==> src/hdl/utk_pkg.sv <==
`timescale 1ns / 1ps
`default_nettype none

package utk_pkg;

    localparam int SLOTS = 3;

    localparam logic [7:0] CH_COLON = 8'h3A;  // ':'
    localparam logic [7:0] CH_SLASH = 8'h2F;  // '/'
    localparam logic [7:0] CH_QUERY = 8'h3F;  // '?'
    localparam logic [7:0] CH_AMP   = 8'h26;  // '&'
    localparam logic [7:0] CH_EQ    = 8'h3D;  // '='

    typedef enum logic [2:0] {
        PH_START  = 3'd0,
        PH_SCHEME = 3'd1,
        PH_HOST   = 3'd2,
        PH_PORT   = 3'd3,
        PH_PATH   = 3'd4,
        PH_PARAM  = 3'd5
    } phase_t;

    typedef enum logic [2:0] {
        PART_SCHEME = 3'd0,
        PART_HOST   = 3'd1,
        PART_PORT   = 3'd2,
        PART_PATH   = 3'd3,
        PART_PNAME  = 3'd4,
        PART_PVALUE = 3'd5,
        PART_DELIM  = 3'd6
    } part_t;

    typedef enum logic [1:0] {
        FAULT_OK     = 2'd0,
        FAULT_EMPTY  = 2'd1,
        FAULT_NO_SEP = 2'd2
    } fault_t;

    typedef struct packed {
        logic [7:0] out_byte;
        part_t      part;
        logic       param_begins;
        logic       url_done;
        fault_t     fault;
        logic       has_byte;
    } result_t;

    typedef struct packed {
        result_t [SLOTS-1:0] slot;
        logic [1:0]          cnt;
    } bundle_t;

    typedef struct packed {
        logic    load;
        bundle_t bundle;
    } load_t;

endpackage

`default_nettype wire

==> src/hdl/utk_if.sv <==
`timescale 1ns / 1ps
`default_nettype none

interface utk_in_if;
    logic       valid;
    logic       ready;
    logic [7:0] url_byte;
    logic       end_only;
    logic       final_byte;

    modport source (output valid, output url_byte, output end_only, output final_byte,
                    input ready);
    modport sink   (input valid, input url_byte, input end_only, input final_byte,
                    output ready);
endinterface

interface utk_out_if;
    logic       valid;
    logic       ready;
    logic [7:0] out_byte;
    logic [2:0] part;
    logic       param_begins;
    logic       url_done;
    logic [1:0] fault;
    logic       has_byte;

    modport source (output valid, output out_byte, output part, output param_begins,
                    output url_done, output fault, output has_byte, input ready);
    modport sink   (input valid, input out_byte, input part, input param_begins,
                    input url_done, input fault, input has_byte, output ready);
endinterface

`default_nettype wire

==> src/hdl/url_byte_tokenizer_top.sv <==
// channel   dir  payload                                              handshake
// tok_in    in   url_byte[8] end_only final_byte                      valid/ready
// tok_out   out  out_byte[8] part[3] param_begins url_done fault[2]   valid/ready
//                has_byte
//
// Each input transaction yields zero to three results, which leave one per cycle
// from a three-slot result buffer unless tok_out stalls. An input is taken while the
// last buffered result leaves, so bytes that make one result each flow at full rate.
// Zero-result inputs (held ':' or ":/") produce no output.
// Reset (rst_n, async, low) returns to start of URL and empties the buffer.
// A stall on tok_out holds the buffer and deasserts tok_in.ready.
`timescale 1ns / 1ps
`default_nettype none

module url_byte_tokenizer_top
    import utk_pkg::*;
(
    input  wire logic  clk,
    input  wire logic  rst_n,
    utk_in_if.sink     tok_in,
    utk_out_if.source  tok_out
);

    load_t ld;
    logic  take;

    utk_classify u_classify (
        .clk   (clk),
        .rst_n (rst_n),
        .in_ch (tok_in),
        .take  (take),
        .ld    (ld)
    );

    utk_serialize u_serialize (
        .clk    (clk),
        .rst_n  (rst_n),
        .ld     (ld),
        .take   (take),
        .out_ch (tok_out)
    );

endmodule

`default_nettype wire

==> src/hdl/utk_classify.sv <==
`timescale 1ns / 1ps
`default_nettype none

module utk_classify
    import utk_pkg::*;
(
    input  wire logic clk,
    input  wire logic rst_n,
    utk_in_if.sink    in_ch,
    input  wire logic take,
    output load_t     ld
);

    phase_t phase_reg, phase_next;
    logic   hv0_reg, hv0_next;   // ':' held
    logic   hv1_reg, hv1_next;   // ":/" held
    logic   pf_reg, pf_next;     // next parameter byte opens a parameter
    logic   vs_reg, vs_next;     // '=' seen in this parameter

    logic    accept;
    bundle_t bnd;

    function automatic result_t mk(input logic [7:0] b, input part_t p, input logic pb);
        result_t r;
        r.out_byte     = b;
        r.part         = p;
        r.param_begins = pb;
        r.url_done     = 1'b0;
        r.fault        = FAULT_OK;
        r.has_byte     = 1'b1;
        return r;
    endfunction

    assign in_ch.ready = take;
    assign accept      = in_ch.valid && take;

    always_comb
    begin
        logic [7:0] b;
        logic       fresh;
        logic       pb;
        fault_t     flt;

        b          = in_ch.url_byte;
        fresh      = 1'b0;
        pb         = 1'b0;
        flt        = FAULT_OK;
        phase_next = phase_reg;
        hv0_next   = hv0_reg;
        hv1_next   = hv1_reg;
        pf_next    = pf_reg;
        vs_next    = vs_reg;
        bnd        = '0;

        if (!in_ch.end_only)
        begin
            unique case (phase_reg)
                PH_START, PH_SCHEME:
                begin
                    if (phase_reg == PH_START && b == CH_SLASH)
                    begin
                        phase_next = PH_PATH;
                        bnd.slot[bnd.cnt] = mk(b, PART_PATH, 1'b0);
                        bnd.cnt = bnd.cnt + 2'd1;
                    end
                    else
                    begin
                        phase_next = PH_SCHEME;
                        if (hv1_reg)
                        begin
                            hv0_next = 1'b0;
                            hv1_next = 1'b0;
                            if (b == CH_SLASH)
                            begin
                                bnd.slot[0] = mk(CH_COLON, PART_DELIM, 1'b0);
                                bnd.slot[1] = mk(CH_SLASH, PART_DELIM, 1'b0);
                                bnd.slot[2] = mk(b, PART_DELIM, 1'b0);
                                bnd.cnt     = 2'd3;
                                phase_next  = PH_HOST;
                            end
                            else
                            begin
                                bnd.slot[0] = mk(CH_COLON, PART_SCHEME, 1'b0);
                                bnd.slot[1] = mk(CH_SLASH, PART_SCHEME, 1'b0);
                                bnd.cnt     = 2'd2;
                                fresh       = 1'b1;
                            end
                        end
                        else if (hv0_reg)
                        begin
                            if (b == CH_SLASH)
                            begin
                                hv1_next = 1'b1;
                            end
                            else
                            begin
                                bnd.slot[0] = mk(CH_COLON, PART_SCHEME, 1'b0);
                                bnd.cnt     = 2'd1;
                                hv0_next    = 1'b0;
                                fresh       = 1'b1;
                            end
                        end
                        else
                        begin
                            fresh = 1'b1;
                        end

                        if (fresh)
                        begin
                            if (b == CH_COLON)
                            begin
                                hv0_next = 1'b1;
                            end
                            else
                            begin
                                bnd.slot[bnd.cnt] = mk(b, PART_SCHEME, 1'b0);
                                bnd.cnt = bnd.cnt + 2'd1;
                            end
                        end
                    end
                end
                PH_HOST:
                begin
                    bnd.cnt = 2'd1;
                    if (b == CH_SLASH)
                    begin
                        phase_next  = PH_PATH;
                        bnd.slot[0] = mk(b, PART_PATH, 1'b0);
                    end
                    else if (b == CH_COLON)
                    begin
                        phase_next  = PH_PORT;
                        bnd.slot[0] = mk(b, PART_DELIM, 1'b0);
                    end
                    else
                    begin
                        bnd.slot[0] = mk(b, PART_HOST, 1'b0);
                    end
                end
                PH_PORT:
                begin
                    bnd.cnt = 2'd1;
                    if (b == CH_SLASH)
                    begin
                        phase_next  = PH_PATH;
                        bnd.slot[0] = mk(b, PART_PATH, 1'b0);
                    end
                    else
                    begin
                        bnd.slot[0] = mk(b, PART_PORT, 1'b0);
                    end
                end
                PH_PATH:
                begin
                    bnd.cnt = 2'd1;
                    if (b == CH_QUERY)
                    begin
                        phase_next  = PH_PARAM;
                        pf_next     = 1'b1;
                        vs_next     = 1'b0;
                        bnd.slot[0] = mk(b, PART_DELIM, 1'b0);
                    end
                    else
                    begin
                        bnd.slot[0] = mk(b, PART_PATH, 1'b0);
                    end
                end
                default:
                begin
                    bnd.cnt = 2'd1;
                    if (b == CH_AMP)
                    begin
                        pf_next     = 1'b1;
                        vs_next     = 1'b0;
                        bnd.slot[0] = mk(b, PART_DELIM, 1'b0);
                    end
                    else
                    begin
                        pb      = pf_reg;
                        pf_next = 1'b0;
                        if (!vs_reg && b == CH_EQ)
                        begin
                            vs_next     = 1'b1;
                            bnd.slot[0] = mk(b, PART_DELIM, pb);
                        end
                        else
                        begin
                            bnd.slot[0] = mk(b, vs_reg ? PART_PVALUE : PART_PNAME, pb);
                        end
                    end
                end
            endcase
        end

        if (in_ch.end_only || in_ch.final_byte)
        begin
            priority if (phase_next == PH_START)
                flt = FAULT_EMPTY;
            else if (phase_next == PH_SCHEME)
                flt = FAULT_NO_SEP;
            else
                flt = FAULT_OK;

            // release anything still held as plain scheme
            if (hv0_next)
            begin
                bnd.slot[bnd.cnt] = mk(CH_COLON, PART_SCHEME, 1'b0);
                bnd.cnt = bnd.cnt + 2'd1;
            end
            if (hv1_next)
            begin
                bnd.slot[bnd.cnt] = mk(CH_SLASH, PART_SCHEME, 1'b0);
                bnd.cnt = bnd.cnt + 2'd1;
            end
            if (in_ch.end_only || bnd.cnt == 2'd0)
            begin
                bnd.slot[bnd.cnt] = mk(8'h00, PART_SCHEME, 1'b0);
                bnd.slot[bnd.cnt].has_byte = 1'b0;
                bnd.cnt = bnd.cnt + 2'd1;
            end
            bnd.slot[bnd.cnt - 2'd1].url_done = 1'b1;
            bnd.slot[bnd.cnt - 2'd1].fault    = flt;

            phase_next = PH_START;
            hv0_next   = 1'b0;
            hv1_next   = 1'b0;
            pf_next    = 1'b0;
            vs_next    = 1'b0;
        end
    end

    always_ff @(posedge clk or negedge rst_n)
    begin
        if (!rst_n)
        begin
            phase_reg <= PH_START;
            hv0_reg   <= 1'b0;
            hv1_reg   <= 1'b0;
            pf_reg    <= 1'b0;
            vs_reg    <= 1'b0;
        end
        else if (accept)
        begin
            phase_reg <= phase_next;
            hv0_reg   <= hv0_next;
            hv1_reg   <= hv1_next;
            pf_reg    <= pf_next;
            vs_reg    <= vs_next;
        end
    end

    assign ld.load   = accept;
    assign ld.bundle = bnd;

    // a URL end always yields at least its closing result
    a_end_has_result: assert property (@(posedge clk) disable iff (!rst_n)
        accept && (in_ch.end_only || in_ch.final_byte) |-> bnd.cnt != 2'd0)
        else $error("URL end produced no result");

    // ":/" is only ever held on top of a held ':'
    a_hold_order: assert property (@(posedge clk) disable iff (!rst_n)
        hv1_reg |-> hv0_reg && phase_reg == PH_SCHEME)
        else $error("held slash without held colon");

    // an end returns the splitter to the start of a URL
    a_end_clears: assert property (@(posedge clk) disable iff (!rst_n)
        accept && (in_ch.end_only || in_ch.final_byte) |=> phase_reg == PH_START && !hv0_reg)
        else $error("state not cleared after URL end");

endmodule

`default_nettype wire

==> src/hdl/utk_serialize.sv <==
`timescale 1ns / 1ps
`default_nettype none

module utk_serialize
    import utk_pkg::*;
(
    input  wire logic  clk,
    input  wire logic  rst_n,
    input  wire load_t ld,
    output logic       take,
    utk_out_if.source  out_ch
);

    result_t [SLOTS-1:0] slot_reg, slot_next;
    logic [1:0]          cnt_reg, cnt_next;
    logic [1:0]          idx_reg, idx_next;

    logic    fire;
    logic    last;
    result_t cur;

    assign cur  = slot_reg[idx_reg];
    assign fire = out_ch.valid && out_ch.ready;
    assign last = idx_reg == cnt_reg - 2'd1;
    assign take = (cnt_reg == 2'd0) || (fire && last);

    assign out_ch.valid        = cnt_reg != 2'd0;
    assign out_ch.out_byte     = cur.out_byte;
    assign out_ch.part         = cur.part;
    assign out_ch.param_begins = cur.param_begins;
    assign out_ch.url_done     = cur.url_done;
    assign out_ch.fault        = cur.fault;
    assign out_ch.has_byte     = cur.has_byte;

    always_comb
    begin
        slot_next = slot_reg;
        cnt_next  = cnt_reg;
        idx_next  = idx_reg;
        if (ld.load)
        begin
            // reload as the last transaction leaves, or into an empty buffer
            slot_next = ld.bundle.slot;
            cnt_next  = ld.bundle.cnt;
            idx_next  = 2'd0;
        end
        else if (fire)
        begin
            if (last)
            begin
                cnt_next = 2'd0;
                idx_next = 2'd0;
            end
            else
            begin
                idx_next = idx_reg + 2'd1;
            end
        end
    end

    always_ff @(posedge clk or negedge rst_n)
    begin
        if (!rst_n)
        begin
            cnt_reg <= 2'd0;
            idx_reg <= 2'd0;
        end
        else
        begin
            cnt_reg <= cnt_next;
            idx_reg <= idx_next;
        end
    end

    always_ff @(posedge clk)
    begin
        slot_reg <= slot_next;
    end

    a_idx_in_range: assert property (@(posedge clk) disable iff (!rst_n)
        cnt_reg != 2'd0 |-> idx_reg < cnt_reg)
        else $error("slot index beyond loaded count");

    a_done_is_last: assert property (@(posedge clk) disable iff (!rst_n)
        out_ch.valid && out_ch.url_done |-> last)
        else $error("URL end flagged before last slot");

    a_status_only_ends: assert property (@(posedge clk) disable iff (!rst_n)
        out_ch.valid && (!out_ch.has_byte || out_ch.fault != FAULT_OK) |-> out_ch.url_done)
        else $error("status or fault on a non-final result");

endmodule

`default_nettype wire
==> src/flat_wrapper.sv <==
// flat-port wrapper written by rule: the top's interface ports become plain ports
module url_byte_tokenizer_top_flat import utk_pkg::*;
  (clk, rst_n, tok_in_valid, tok_in_url_byte, tok_in_end_only, tok_in_final_byte, tok_in_ready, tok_out_valid, tok_out_out_byte, tok_out_part, tok_out_param_begins, tok_out_url_done, tok_out_fault, tok_out_has_byte, tok_out_ready);
  utk_in_if tok_in_i ();
  utk_out_if tok_out_i ();
  input  wire logic clk;
  input  wire logic rst_n;
  input wire logic [$bits(tok_in_i.valid)-1:0] tok_in_valid;
  input wire logic [$bits(tok_in_i.url_byte)-1:0] tok_in_url_byte;
  input wire logic [$bits(tok_in_i.end_only)-1:0] tok_in_end_only;
  input wire logic [$bits(tok_in_i.final_byte)-1:0] tok_in_final_byte;
  output wire logic [$bits(tok_in_i.ready)-1:0] tok_in_ready;
  output wire logic [$bits(tok_out_i.valid)-1:0] tok_out_valid;
  output wire logic [$bits(tok_out_i.out_byte)-1:0] tok_out_out_byte;
  output wire logic [$bits(tok_out_i.part)-1:0] tok_out_part;
  output wire logic [$bits(tok_out_i.param_begins)-1:0] tok_out_param_begins;
  output wire logic [$bits(tok_out_i.url_done)-1:0] tok_out_url_done;
  output wire logic [$bits(tok_out_i.fault)-1:0] tok_out_fault;
  output wire logic [$bits(tok_out_i.has_byte)-1:0] tok_out_has_byte;
  input wire logic [$bits(tok_out_i.ready)-1:0] tok_out_ready;
  assign tok_in_i.valid = tok_in_valid;
  assign tok_in_i.url_byte = tok_in_url_byte;
  assign tok_in_i.end_only = tok_in_end_only;
  assign tok_in_i.final_byte = tok_in_final_byte;
  assign tok_in_ready = tok_in_i.ready;
  assign tok_out_valid = tok_out_i.valid;
  assign tok_out_out_byte = tok_out_i.out_byte;
  assign tok_out_part = tok_out_i.part;
  assign tok_out_param_begins = tok_out_i.param_begins;
  assign tok_out_url_done = tok_out_i.url_done;
  assign tok_out_fault = tok_out_i.fault;
  assign tok_out_has_byte = tok_out_i.has_byte;
  assign tok_out_i.ready = tok_out_ready;
  url_byte_tokenizer_top u_core (.clk(clk), .rst_n(rst_n), .tok_in(tok_in_i), .tok_out(tok_out_i));
endmodule
==> config.mk <==
export PLATFORM = sky130hd
export DESIGN_NAME = url_byte_tokenizer_top_flat
export DESIGN_NICKNAME = d
export VERILOG_FILES = /design/src/hdl/utk_pkg.sv /design/src/hdl/utk_if.sv /design/src/hdl/url_byte_tokenizer_top.sv /design/src/hdl/utk_classify.sv /design/src/hdl/utk_serialize.sv /design/src/flat_wrapper.sv
export SDC_FILE = /design/constraint.sdc
export NUM_CORES = 1
export LEC_CHECK = 0
export BUFFER_PORTS_ARGS = -buffer_cell sky130_fd_sc_hd__buf_2
export CORE_MARGIN = 8
export CORE_UTILIZATION = 50
export CTS_CLUSTER_SIZE = 8
export DETAILED_ROUTE_END_ITERATION = 10
export MAX_ROUTING_LAYER = met4
export PLACE_DENSITY = 0.69
export SLEW_MARGIN = 40
export SYNTH_ARGS = -nofsm -noshare
export SYNTH_HDL_FRONTEND = slang
export SYNTH_SLANG_ARGS = --single-unit
==> constraint.sdc <==
create_clock -name clk -period 8.6 [get_ports clk]
set_input_delay 0.86 -clock clk [delete_from_list [all_inputs] [get_ports clk]]
set_output_delay 0.86 -clock clk [all_outputs]
set_load 0.005 [all_outputs]
Word-level counts from Yosys, hierarchy flattened
Index checks and enable logic that the tools add are counted.
- bits in registers: 59
- output and inout port bits: 18
- add/sub/neg operators: 7
- order comparisons: 11
- equal/unequal tests: 14
- multiplexer cells: 102
- bitwise logic cells: 9
- reduce and logical (&&, ||, !) cells: 27
- operators with widths (kind ; count):
    50-bit 2-to-1 mux ; 10
    16-bit demux with 2-bit select ; 7
    48-bit bitwise mux ; 4
    32-bit 2-to-1 mux ; 6
    16-bit 2-to-1 mux ; 8
    18-bit 2-to-1 mux ; 5
    18-bit one-hot mux with 4 select lines ; 1
    45-bit bitwise AND ; 1
    45-bit inverter ; 1
    8-bit by 6-bit equality test with 1-bit output, second input constant ; 5
    33-bit bitwise AND ; 1
    33-bit inverter ; 1
    16-bit binary-select mux with 2-bit select ; 1
    30-bit bitwise AND ; 1
    1-bit 2-to-1 mux ; 30
    30-bit inverter ; 1
    26-bit 2-to-1 mux ; 1
    3-bit 2-to-1 mux ; 8
    8-bit 2-to-1 mux ; 3
    2-bit 2-to-1 mux ; 11
    2-bit by 3-bit less-than comparator with 1-bit output, second input constant ; 6
    18-bit bitwise OR ; 1
    15-bit bitwise OR ; 1
    7-bit 2-to-1 mux ; 2
    26 further kinds ; 54

Depth between registers and ports, before layout
Gate-level depths: netlist (run 1).
- word-level depth: 51
- mapped depth: 19
- depth with buffers taken out: 17

By module
From an unflattened synthesis (run 1), not the netlist that was laid out.
- cells, all modules: 448
- area total of the unflattened synthesis: 4182.8 µm²
- by module, submodules not included (module ; instances ; cells each ; area an instance (µm²)):
    utk_classify ; 1 ; 319 ; 2137.0
    utk_serialize ; 1 ; 129 ; 2045.7

Worst setup path before layout (run 1)
No wires, ideal clock.
- path type: input to register
- start: input tok_in_url_byte[4]
- end: register u_core.u_serialize.slot_reg[46] (netlist name), data pin
- library setup time: 0.132 ns
- arrival time: 4.842 ns
- path slack: 3.625 ns
- stages: 18
- path buffers: 2
- cells stage by stage: or4b_1 > buf_2 > o31a_1 > o31a_1 > a21oi_4 > ha_1 > a31oi_1 > a31oi_1 > ha_1 > mux2i_1 > inv_1 > ha_1 > or2_2 > clkbuf_1 > nand2_1 > o211ai_1 > a2111oi_0 > and2_1
- RTL lines (item ; line ; RTL):
    start, declared ; flat_wrapper.sv:9 ; input wire logic [$bits(tok_in_i.url_byte)-1:0] tok_in_url_byte;
    end signal, assigned ; utk_serialize.sv:77 ; slot_reg <= slot_next;
    end, declared ; utk_serialize.sv:14 ; result_t [SLOTS-1:0] slot_reg, slot_next;

==> results.json, run 1 <==
{
  "rsz0062_at_grt": "false",
  "power_frac_seq": 0.474,
  "p_total_mw": 0.894,
  "grt_usage": 0.208,
  "design_area_mm2": 0.00403,
  "coreArea_mm2": 0.00725,
  "path_max_fanout": 11,
  "cp.arrival_ns": 5.96,
  "die-area_mm2": 0.0105,
  "first_pass_iters": 5,
  "endpoint_kind": "flip-flop",
  "cap_violations": 0,
  "multi_input_area_mm2": 0.00202,
  "port_buffers": 31,
  "avgViaCountPerCell": 6.21,
  "overflow": 0,
  "p_int_mw": 0.575,
  "slowest_delay_ns": 0.68,
  "path_buf_inv": 2,
  "netlist_instances": 435,
  "register_area_mm2": 0.00154,
  "skew_ns": 0.00803,
  "hpwlAfterDp_mm": 7.54,
  "final_common_cell": "nand2_1",
  "cts_hold_buffers": 0,
  "dieWidth_um": 102,
  "wl_per_cell_um": 18.6,
  "slew_headroom": 0.433,
  "clock_latency_ns": 0.31,
  "clockRootBuffer": "clkbuf_8",
  "clockBufferDepth": 2,
  "leakage_nw": 1.58,
  "synth_fp_nets": 460,
  "synth-async-reset-ratio": 0.208,
  "drcViolationCount": 0,
  "start_util": 0.515,
  "first_iter_violations": 299,
  "grt_pass1_vias": 3165,
  "hold_path_class": "primary input to asynchronous set/reset pin",
  "p_switching_mw": 0.319,
  "finalCoreUtilization": 0.556,
  "r2r_start": "u_core.u_classify.hv1_reg$_DFFE_PN0P_",
  "fin_nets": 470,
  "post-synth-top-area-cell": "edfxtp_1",
  "p_comb_frac": 0.341,
  "crit_slowest_cell": "or4b_1",
  "synth_cell_types": 59,
  "fmax_mhz": 173,
  "tightest_slew_ns": 0.843,
  "rows": 31,
  "pwr_density_cell_mw_per_mm2": 222,
  "critical_path_required_ns": 8.77,
  "crit_type": "primary input to flip-flop",
  "setup_tns_ns": 0,
  "die_h_um": 102,
  "clock_sink_count": 53,
  "h-tree-depth": 2,
  "crit_top_cell": "ha_1",
  "antenna_found_initial": 0,
  "clkSlewWorstSetupHoldPaths_ns": 0.09,
  "synth_edf_count": 42,
  "ys_warn_count": 0,
  "crit_path_cell_trace": "buf_2 > or4b_1 > nor2_1 > o31a_1 > a21oi_4 > ha_1 > a31oi_1 > a31oi_1 > ha_1 > mux2i_1 > inv_1 > ha_1 > or2_2 > nand2_1 > o211ai_1 > a2111oi_0 > and2_1",
  "crit_path_start_kind": "primary input",
  "cts_resized": 0,
  "synth_area_mm2": 0.00374,
  "place_area_mm2": 0.00392,
  "area_delta_synth_final_pct": 7.80,
  "cts_tree": "done",
  "avgSynthCellArea_um2": 8.59,
  "ir_worst_vdd_v": 0.000112,
  "grt_pass1_wl_mm": 16.5,
  "finalMaxSlewViolations": 0,
  "synth_ff_type": "edfxtp_1",
  "netSwitchingFraction": 0.357,
  "synth_top_area_share": 0.337,
  "clkPwrFrac": 0.186,
  "antennaDiodeCount": 0,
  "synth_seq_area_share": 0.411,
  "drive_gt1_frac": 0.128,
  "synth_area_leaders": "edfxtp_1 (34%), dfrtp_1 (7.4%), nand2_1 (6.4%)",
  "grt_max_degree": 54,
  "place_congestion": 0.975,
  "cts_setup_buffers": 0,
  "final_cell_mix": "nand2_1 (64), nor2_1 (46), edfxtp_1 (42)",
  "cts_buffers": 5,
  "vias": 3386,
  "nFillCells": 697,
  "antenna_left": 0,
  "largest_reg_flops": 42,
  "period_share": 0.674,
  "critPathLaunch": "tok_in_url_byte[4]",
  "rrSetupSlack_ns": 3.60,
  "hold_viol": 0,
  "fin_crit_ns": 5.80,
  "setup_violations": 0,
  "status": "completed",
  "io_pins": 32,
  "routed_wirelength_mm": 10.2,
  "crit_family": "simple AND/OR/NAND/NOR gates",
  "ys_ff_latch": 53
}
area by class of cell:
cell class	instances	share of cell area
clock inverter	2	0.00869
inverter	18	0.0174
multi-input combinational	334	0.501
clock buffer	6	0.0180
timing repair buffer	33	0.0422
sequential	53	0.382
tap	99	0.0307
cell usage after synthesis, drive strengths merged, types with 4 or more instances:
master	instances
or2	4
mux2i	20
ha	11
clkbuf	25
buf	5
a31oi	6
a31o	4
nand3	9
and3	4
inv	18
edfxtp	42
nand4	5
a21oi	34
o22ai	5
nand2b	6
dfrtp	11
xnor2	4
o21ai	38
nor2	46
or3	5
o31ai	4
and2	4
nand2	64
nor3	13
o32ai	4
metrics by stage:
stage / hold slack, ns / instances / setup slack [ns]
floorplan: 0.442 / 435 / 3.63
finish: 0.412 / 545 / 2.80
CTS: 0.422 / 545 / 2.98
global route: 0.428 / 545 / 2.40
global placement: 0.464 / 537 / 2.90
detailed placement: 0.465 / 537 / 2.69
per-layer routing:
| layer | GRT usage | up-vias | part of all wire |
|---|---|---|---|
| li1 | - | 1603 | - |
| met1 | 0.280 | 1586 | 0.46 |
| met2 | 0.313 | 175 | 0.44 |
| met3 | 0.0300 | 22 | 0.070 |
| met4 | 0.0711 | 0 | 0.025 |
| met5 | - | - | 0 |
logic make-up (layout without fill, tap and decap cells):
family                   after synthesis  after routing  synth area share
AND/OR/NAND/NOR                      178            178             0.226
AO/OA/AOI/OAI                        121            121             0.207
flip-flops                            53             53             0.411
multiplexers                          20             20            0.0535
XOR/XNOR                               4              4            0.0164
buffers and inverters                 48             59            0.0492
adder cells (fa/ha/maj)               11             11            0.0368
power by group through the flow:
stage / combinational, mW / sequential [mW] / clock (mW)
finish: 0.304 / 0.423 / 0.166
floorplan: 0.238 / 0.385 / 0
global placement: 0.303 / 0.427 / 0
detailed placement: 0.308 / 0.429 / 0
CTS: 0.310 / 0.423 / 0.169
global route: 0.347 / 0.434 / 0.178
worst paths after layout:
path,endpoint,cells past startpoint
worst max-delay path,u_core.u_serialize.slot_reg[47]$_DFFE_PP_,17
worst min-delay path,u_core.u_serialize.idx_reg[0]$_DFFE_PN0P_,1
worst max register to register,u_core.u_serialize.slot_reg[47]$_DFFE_PP_,15
worst min register to register,u_core.u_classify.pf_reg$_DFFE_PN0P_,2
max in group asynchronous,u_core.u_serialize.idx_reg[1]$_DFFE_PN0P_,1
min in group clk,u_core.u_classify.pf_reg$_DFFE_PN0P_,2
worst reg2reg max path, delay by kind of cell (launching register included):
| family | cells | cell delay, ns |
|---|---|---|
| muxes | 1 | 0.29 |
| and+or+nand+nor | 4 | 1.02 |
| buffers and inverters | 2 | 0.38 |
| AOI/OAI and AO/OA | 5 | 1.42 |
| DFF | 1 | 0.75 |
| adders and majority gates | 3 | 0.99 |
(Power assumes the default switching activity.)
==> inputs of run 2 (changes only) <==
==> constraint.sdc (replaced) <==
create_clock -name clk -period 5.8 [get_ports clk]
set_input_delay 0.58 -clock clk [delete_from_list [all_inputs] [get_ports clk]]
set_output_delay 0.58 -clock clk [all_outputs]
set_load 0.005 [all_outputs]
==> run 2 against run 1 <==
Clock-buffer cell count unchanged. Non-clock buffer count up 3. Cell count up 0.55%. Clock skew up 0.0050 ns. Flip-flop and latch count unchanged. Critical path depth unchanged. Global-route usage up 0.83 points. Clock power up 48%. First-iteration DRC count up 27%. Power up 50%. Critical path type unchanged.
==> results.json, run 2 (same netlist as run 1, synthesis figures left out) <==
{
  "status": "completed",
  "setup_violations": 0,
  "cts_buffers": 5,
  "cp.arrival_ns": 5.44,
  "cts_tree": "done",
  "area_delta_synth_final_pct": 8.37,
  "fmax_mhz": 190,
  "final_cell_mix": "nand2_1 (64), nor2_1 (46), edfxtp_1 (42)",
  "port_buffers": 31,
  "netSwitchingFraction": 0.362,
  "wl_per_cell_um": 19.1,
  "crit_path_start_kind": "primary input",
  "slew_headroom": 0.498,
  "routed_wirelength_mm": 10.5,
  "die_h_um": 102,
  "cts_resized": 0,
  "endpoint_kind": "flip-flop",
  "r2r_start": "u_core.u_classify.hv1_reg$_DFFE_PN0P_",
  "die-area_mm2": 0.0105,
  "grt_usage": 0.217,
  "first_pass_iters": 5,
  "power_frac_seq": 0.472,
  "drcViolationCount": 0,
  "ir_worst_vdd_v": 0.000174,
  "io_pins": 32,
  "crit_family": "compound AO/OA/AOI/OAI gates",
  "start_util": 0.515,
  "avgViaCountPerCell": 6.27,
  "r2r-end": "u_core.u_serialize.slot_reg[46]$_DFFE_PP_",
  "clock_latency_ns": 0.31,
  "clockRootBuffer": "clkbuf_8",
  "clkSlewWorstSetupHoldPaths_ns": 0.10,
  "cp_num_cells": 17,
  "fin_crit_ns": 5.27,
  "nFillCells": 675,
  "h-tree-depth": 2,
  "critPathLaunch": "tok_in_url_byte[4]",
  "p_switching_mw": 0.483,
  "antennaDiodeCount": 0,
  "period_share": 0.909,
  "reg2reg_depth": 15,
  "fin_nets": 473,
  "p_int_mw": 0.853,
  "first_iter_violations": 380,
  "path_buf_inv": 2,
  "crit_path_cell_trace": "buf_2 > or4b_1 > o31a_1 > o31a_1 > a21oi_4 > ha_1 > a31oi_1 > a31oi_1 > ha_1 > mux2i_1 > inv_1 > ha_1 > or2_2 > nand2_1 > o211ai_1 > a2111oi_0 > and2_1",
  "rrSetupSlack_ns": 0.70,
  "tightest_slew_ns": 0.747,
  "antenna_left": 0,
  "cts_hold_buffers": 0,
  "cts_setup_buffers": 0,
  "cap_violations": 0,
  "p_total_mw": 1.34,
  "largest_reg_flops": 42,
  "grt_max_degree": 54,
  "timing.critical_path.to": "u_core.u_serialize.slot_reg[46]$_DFFE_PP_",
  "final_common_cell": "nand2_1",
  "crit_top_cell": "ha_1",
  "pwr_density_cell_mw_per_mm2": 330,
  "hold_viol": 0,
  "vias": 3438,
  "overflow": 0,
  "p_comb_frac": 0.344,
  "critical_path_required_ns": 5.97,
  "dieWidth_um": 102,
  "hpwlAfterDp_mm": 7.70,
  "clkPwrFrac": 0.184,
  "antenna_found_initial": 0,
  "slowest_delay_ns": 0.69,
  "grt_pass1_wl_mm": 17.2,
  "grt_pass1_vias": 3210,
  "coreArea_mm2": 0.00725,
  "path_max_fanout": 8,
  "finalMaxSlewViolations": 0,
  "place_congestion": 1.01,
  "setup_tns_ns": 0,
  "crit_slowest_cell": "or4b_1",
  "rsz0062_at_grt": "false",
  "clockBufferDepth": 2,
  "crit_type": "primary input to flip-flop",
  "leakage_nw": 1.59,
  "rows": 31,
  "hold_path_class": "primary input to asynchronous set/reset pin",
  "drive_gt1_frac": 0.131,
  "clock_sink_count": 53,
  "skew_ns": 0.0130
}
## run 2: power by group through the flow
stage               Sequential [mW]  Clock [mW]  Combinational (mW)
floorplan                     0.571           0               0.353
global placement              0.635           0               0.449
detailed placement            0.641           0               0.464
CTS                           0.632       0.252               0.465
global route                  0.646       0.266               0.517
finish                        0.631       0.246               0.459
## run 2: layout make-up
cell class | instances | area (um^2) | area share
inverters | 18 | 70.1 | 0.0173
clock buffers | 6 | 72.6 | 0.0179
flip-flops and latches | 53 | 1540 | 0.380
well taps | 99 | 124 | 0.0306
multi-input cells | 334 | 2020 | 0.499
clock inverters | 2 | 33.8 | 0.00834
repair buffers | 36 | 193 | 0.0476
## run 2: layer usage
layer | share of wire | vias up | GRT usage | routed length (um)
met5 | 0 | - | - | 0
met4 | 0.015 | 0 | 0.0609 | 162
met3 | 0.081 | 19 | 0.0266 | 852
met2 | 0.46 | 191 | 0.328 | 4840
met1 | 0.44 | 1619 | 0.296 | 4610
li1 | - | 1609 | - | -
## run 2: worst min path at each step
stage	from	to	slack, ns	cells after the start
4_1_cts	rst_n	u_core.u_classify.hv0_reg$_DFFE_PN0P_	0.14	1
6_report	rst_n	u_core.u_classify.hv0_reg$_DFFE_PN0P_	0.13	1
3_5_place_dp	u_core.u_classify.pf_reg$_DFFE_PN0P_	u_core.u_classify.pf_reg$_DFFE_PN0P_	0.47	2
5_1_grt	rst_n	u_core.u_classify.hv0_reg$_DFFE_PN0P_	0.15	1
2_1_floorplan	rst_n	u_core.u_classify.hv0_reg$_DFFE_PN0P_	0.28	0
3_3_place_gp	u_core.u_classify.pf_reg$_DFFE_PN0P_	u_core.u_classify.pf_reg$_DFFE_PN0P_	0.46	2
## run 2: stage by stage
step                      hold WS, ns  setup WS [ns]  area (um^2)  utilization  instances
after global routing            0.146          0.177         4050        0.559        548
after CTS                       0.138          0.584         4050        0.559        548
final                           0.133          0.530         4050        0.559        548
after detailed placement        0.473          0.287         3950        0.544        540
after global placement          0.461          0.676         3940        0.543        540
after floorplan                 0.284           1.11         3740            -        435
==> inputs of run 3 (changes only) <==
--- a/config.mk
+++ b/config.mk
@@ -7,11 +7,11 @@
 export LEC_CHECK = 0
 export BUFFER_PORTS_ARGS = -buffer_cell sky130_fd_sc_hd__buf_2
 export CORE_MARGIN = 8
-export CORE_UTILIZATION = 50
+export CORE_UTILIZATION = 55
 export CTS_CLUSTER_SIZE = 8
 export DETAILED_ROUTE_END_ITERATION = 10
 export MAX_ROUTING_LAYER = met4
-export PLACE_DENSITY = 0.69
+export PLACE_DENSITY = 0.74
 export SLEW_MARGIN = 40
 export SYNTH_ARGS = -nofsm -noshare
 export SYNTH_HDL_FRONTEND = slang
==> run 3 against run 2 <==
Maximum frequency grew 0.48%. Clock skew shrank 0.0079 ns. Sequential power shrank 2%. Sequential share of layout area is the same. Clock-buffer cell count shrank 1. Via count grew 2.0%. Die area shrank 7.7%. Global-route usage grew 0.70 points. Flip-flop and latch count is the same. Routed wire length grew 2.4%. Largest power group unchanged. Highest routed layer unchanged.
==> results.json, run 3 (same netlist as run 1, synthesis figures left out) <==
{
  "routed_wirelength_mm": 10.7,
  "die_h_um": 98.4,
  "finalMaxSlewViolations": 0,
  "crit_type": "primary input to flip-flop",
  "skew_ns": 0.00510,
  "grt_usage": 0.224,
  "vias": 3508,
  "rrSetupSlack_ns": 0.92,
  "p_switching_mw": 0.481,
  "dieWidth_um": 98.4,
  "leakage_nw": 1.60,
  "die-area_mm2": 0.00969,
  "status": "completed",
  "slew_headroom": 0.505,
  "final_cell_mix": "nand2_1 (64), nor2_1 (46), edfxtp_1 (42)",
  "first_pass_iters": 5,
  "grt_pass1_vias": 3187,
  "slowest_delay_ns": 0.65,
  "setup_tns_ns": 0,
  "grtUsageMet3": 0.0437,
  "drcViolationCount": 0,
  "ir_worst_vdd_v": 0.000163,
  "rsz0062_at_grt": "false",
  "start_util": 0.560,
  "grt_use_met1": 0.299,
  "hpwlAfterDp_mm": 7.97,
  "grt_pass1_wl_mm": 16.8,
  "wl_per_cell_um": 20.1,
  "first_iter_violations": 398,
  "path_max_fanout": 8,
  "coreArea_mm2": 0.00668,
  "grt-busiest-layer": "met2",
  "avgViaCountPerCell": 6.59,
  "cts_resized": 0,
  "p_int_mw": 0.859,
  "cts_buffers": 5,
  "final_common_cell": "nand2_1",
  "cts_setup_buffers": 0,
  "period_share": 0.904,
  "antenna_found_initial": 0,
  "register_area_mm2": 0.00154,
  "grt_max_degree": 44,
  "crit_path_start_kind": "primary input",
  "gr-usage-met2": 0.330,
  "critical_path_required_ns": 5.98,
  "rows": 30,
  "power_frac_seq": 0.460,
  "hold_path_class": "primary input to asynchronous set/reset pin",
  "clkPwrFrac": 0.186,
  "timing.critical_path.to": "u_core.u_serialize.slot_reg[46]$_DFFE_PP_",
  "multi_input_area_mm2": 0.00202,
  "fin_nets": 476,
  "crit_top_cell": "ha_1",
  "endpoint_kind": "flip-flop",
  "antennaDiodeCount": 0,
  "setup_violations": 0,
  "r2r-end": "u_core.u_serialize.slot_reg[46]$_DFFE_PP_",
  "pwr_density_cell_mw_per_mm2": 331,
  "cts_tree": "done",
  "place_congestion": 1.10,
  "io_pins": 32,
  "overflow": 0,
  "tightest_slew_ns": 0.743,
  "clock_latency_ns": 0.31,
  "cp.arrival_ns": 5.43,
  "finalCoreUtilization": 0.606,
  "cts_hold_buffers": 0,
  "drive_gt1_frac": 0.137,
  "crit_slowest_cell": "or4bb_1",
  "r2r_start": "u_core.u_classify.phase_reg[1]$_DFFE_PN0P_",
  "area_delta_synth_final_pct": 8.37,
  "nFillCells": 608,
  "crit_path_cell_trace": "buf_2 > or4bb_1 > nor2_1 > o31a_1 > a21oi_4 > ha_1 > a31oi_1 > a31oi_1 > ha_1 > mux2i_1 > inv_1 > ha_1 > or2_2 > nand2_1 > o211ai_1 > a2111oi_0 > and2_1",
  "hold_viol": 0,
  "cap_violations": 0,
  "p_comb_frac": 0.354,
  "h-tree-depth": 2,
  "clockRootBuffer": "clkbuf_8",
  "clockBufferDepth": 2,
  "largest_reg_flops": 42,
  "clock_sink_count": 53,
  "critPathLaunch": "tok_in_url_byte[6]",
  "port_buffers": 31,
  "netSwitchingFraction": 0.359,
  "reg2reg_depth": 16,
  "antenna_left": 0,
  "clkSlewWorstSetupHoldPaths_ns": 0.09,
  "fmax_mhz": 191,
  "fin_crit_ns": 5.24
}
==> run 3: metal layers <==
metal / vias up / routed length [um]
met5: - / 0
met4: 0 / 265
met3: 30 / 855
met2: 207 / 4810
met1: 1646 / 4790
li1: 1625 / -
==> run 3: stage by stage <==
stage / setup slack, ns / std cells / power [mW] / hold slack, ns / cell area, um^2
2_1_floorplan: 1.11 / 435 / 0.923 / 0.284 / 3740
3_3_place_gp: 0.731 / 524 / 1.09 / 0.464 / 3940
3_5_place_dp: 0.342 / 524 / 1.10 / 0.469 / 3940
4_1_cts: 0.638 / 532 / 1.35 / 0.132 / 4050
5_1_grt: 0.248 / 532 / 1.43 / 0.140 / 4050
6_report: 0.555 / 532 / 1.34 / 0.121 / 4050
==> run 3: how the worst min path moves through the flow <==
stage | depth (start not counted) | startpoint | slack [ns] | end
finish | 1 | rst_n | 0.12 | u_core.u_classify.pf_reg$_DFFE_PN0P_
global placement | 1 | rst_n | 0.46 | u_core.u_classify.vs_reg$_DFFE_PN0P_
global route | 1 | rst_n | 0.14 | u_core.u_serialize.cnt_reg[1]$_DFFE_PN0P_
detailed placement | 1 | rst_n | 0.47 | u_core.u_classify.vs_reg$_DFFE_PN0P_
CTS | 1 | rst_n | 0.13 | u_core.u_serialize.idx_reg[0]$_DFFE_PN0P_
floorplan | 0 | rst_n | 0.28 | u_core.u_classify.hv0_reg$_DFFE_PN0P_
==> run 3: area by class of cell <==
cell class,instances,area share
clock buffer,5,0.0170
clock inverter,3,0.0102
inverter,18,0.0167
multi-input combinational,334,0.499
sequential,53,0.380
tap,80,0.0247
timing repair buffer,39,0.0531
==> run 3: worst max-delay path: cells and delay by family <==
family                     cells  cell delay (ns)
adders and majority gates      3             0.93
AOI/OAI and AO/OA              6             1.52
buffers and inverters          2             0.26
and+or+nand+nor                5             1.82
muxes                          1             0.31
==> run 3: power by group through the flow <==
stage	Clock, mW	Sequential, mW	Combinational [mW]
after floorplan	0	0.571	0.353
after CTS	0.252	0.618	0.478
after detailed placement	0	0.627	0.476
after global routing	0.268	0.631	0.527
final	0.249	0.617	0.474
after global placement	0	0.620	0.467
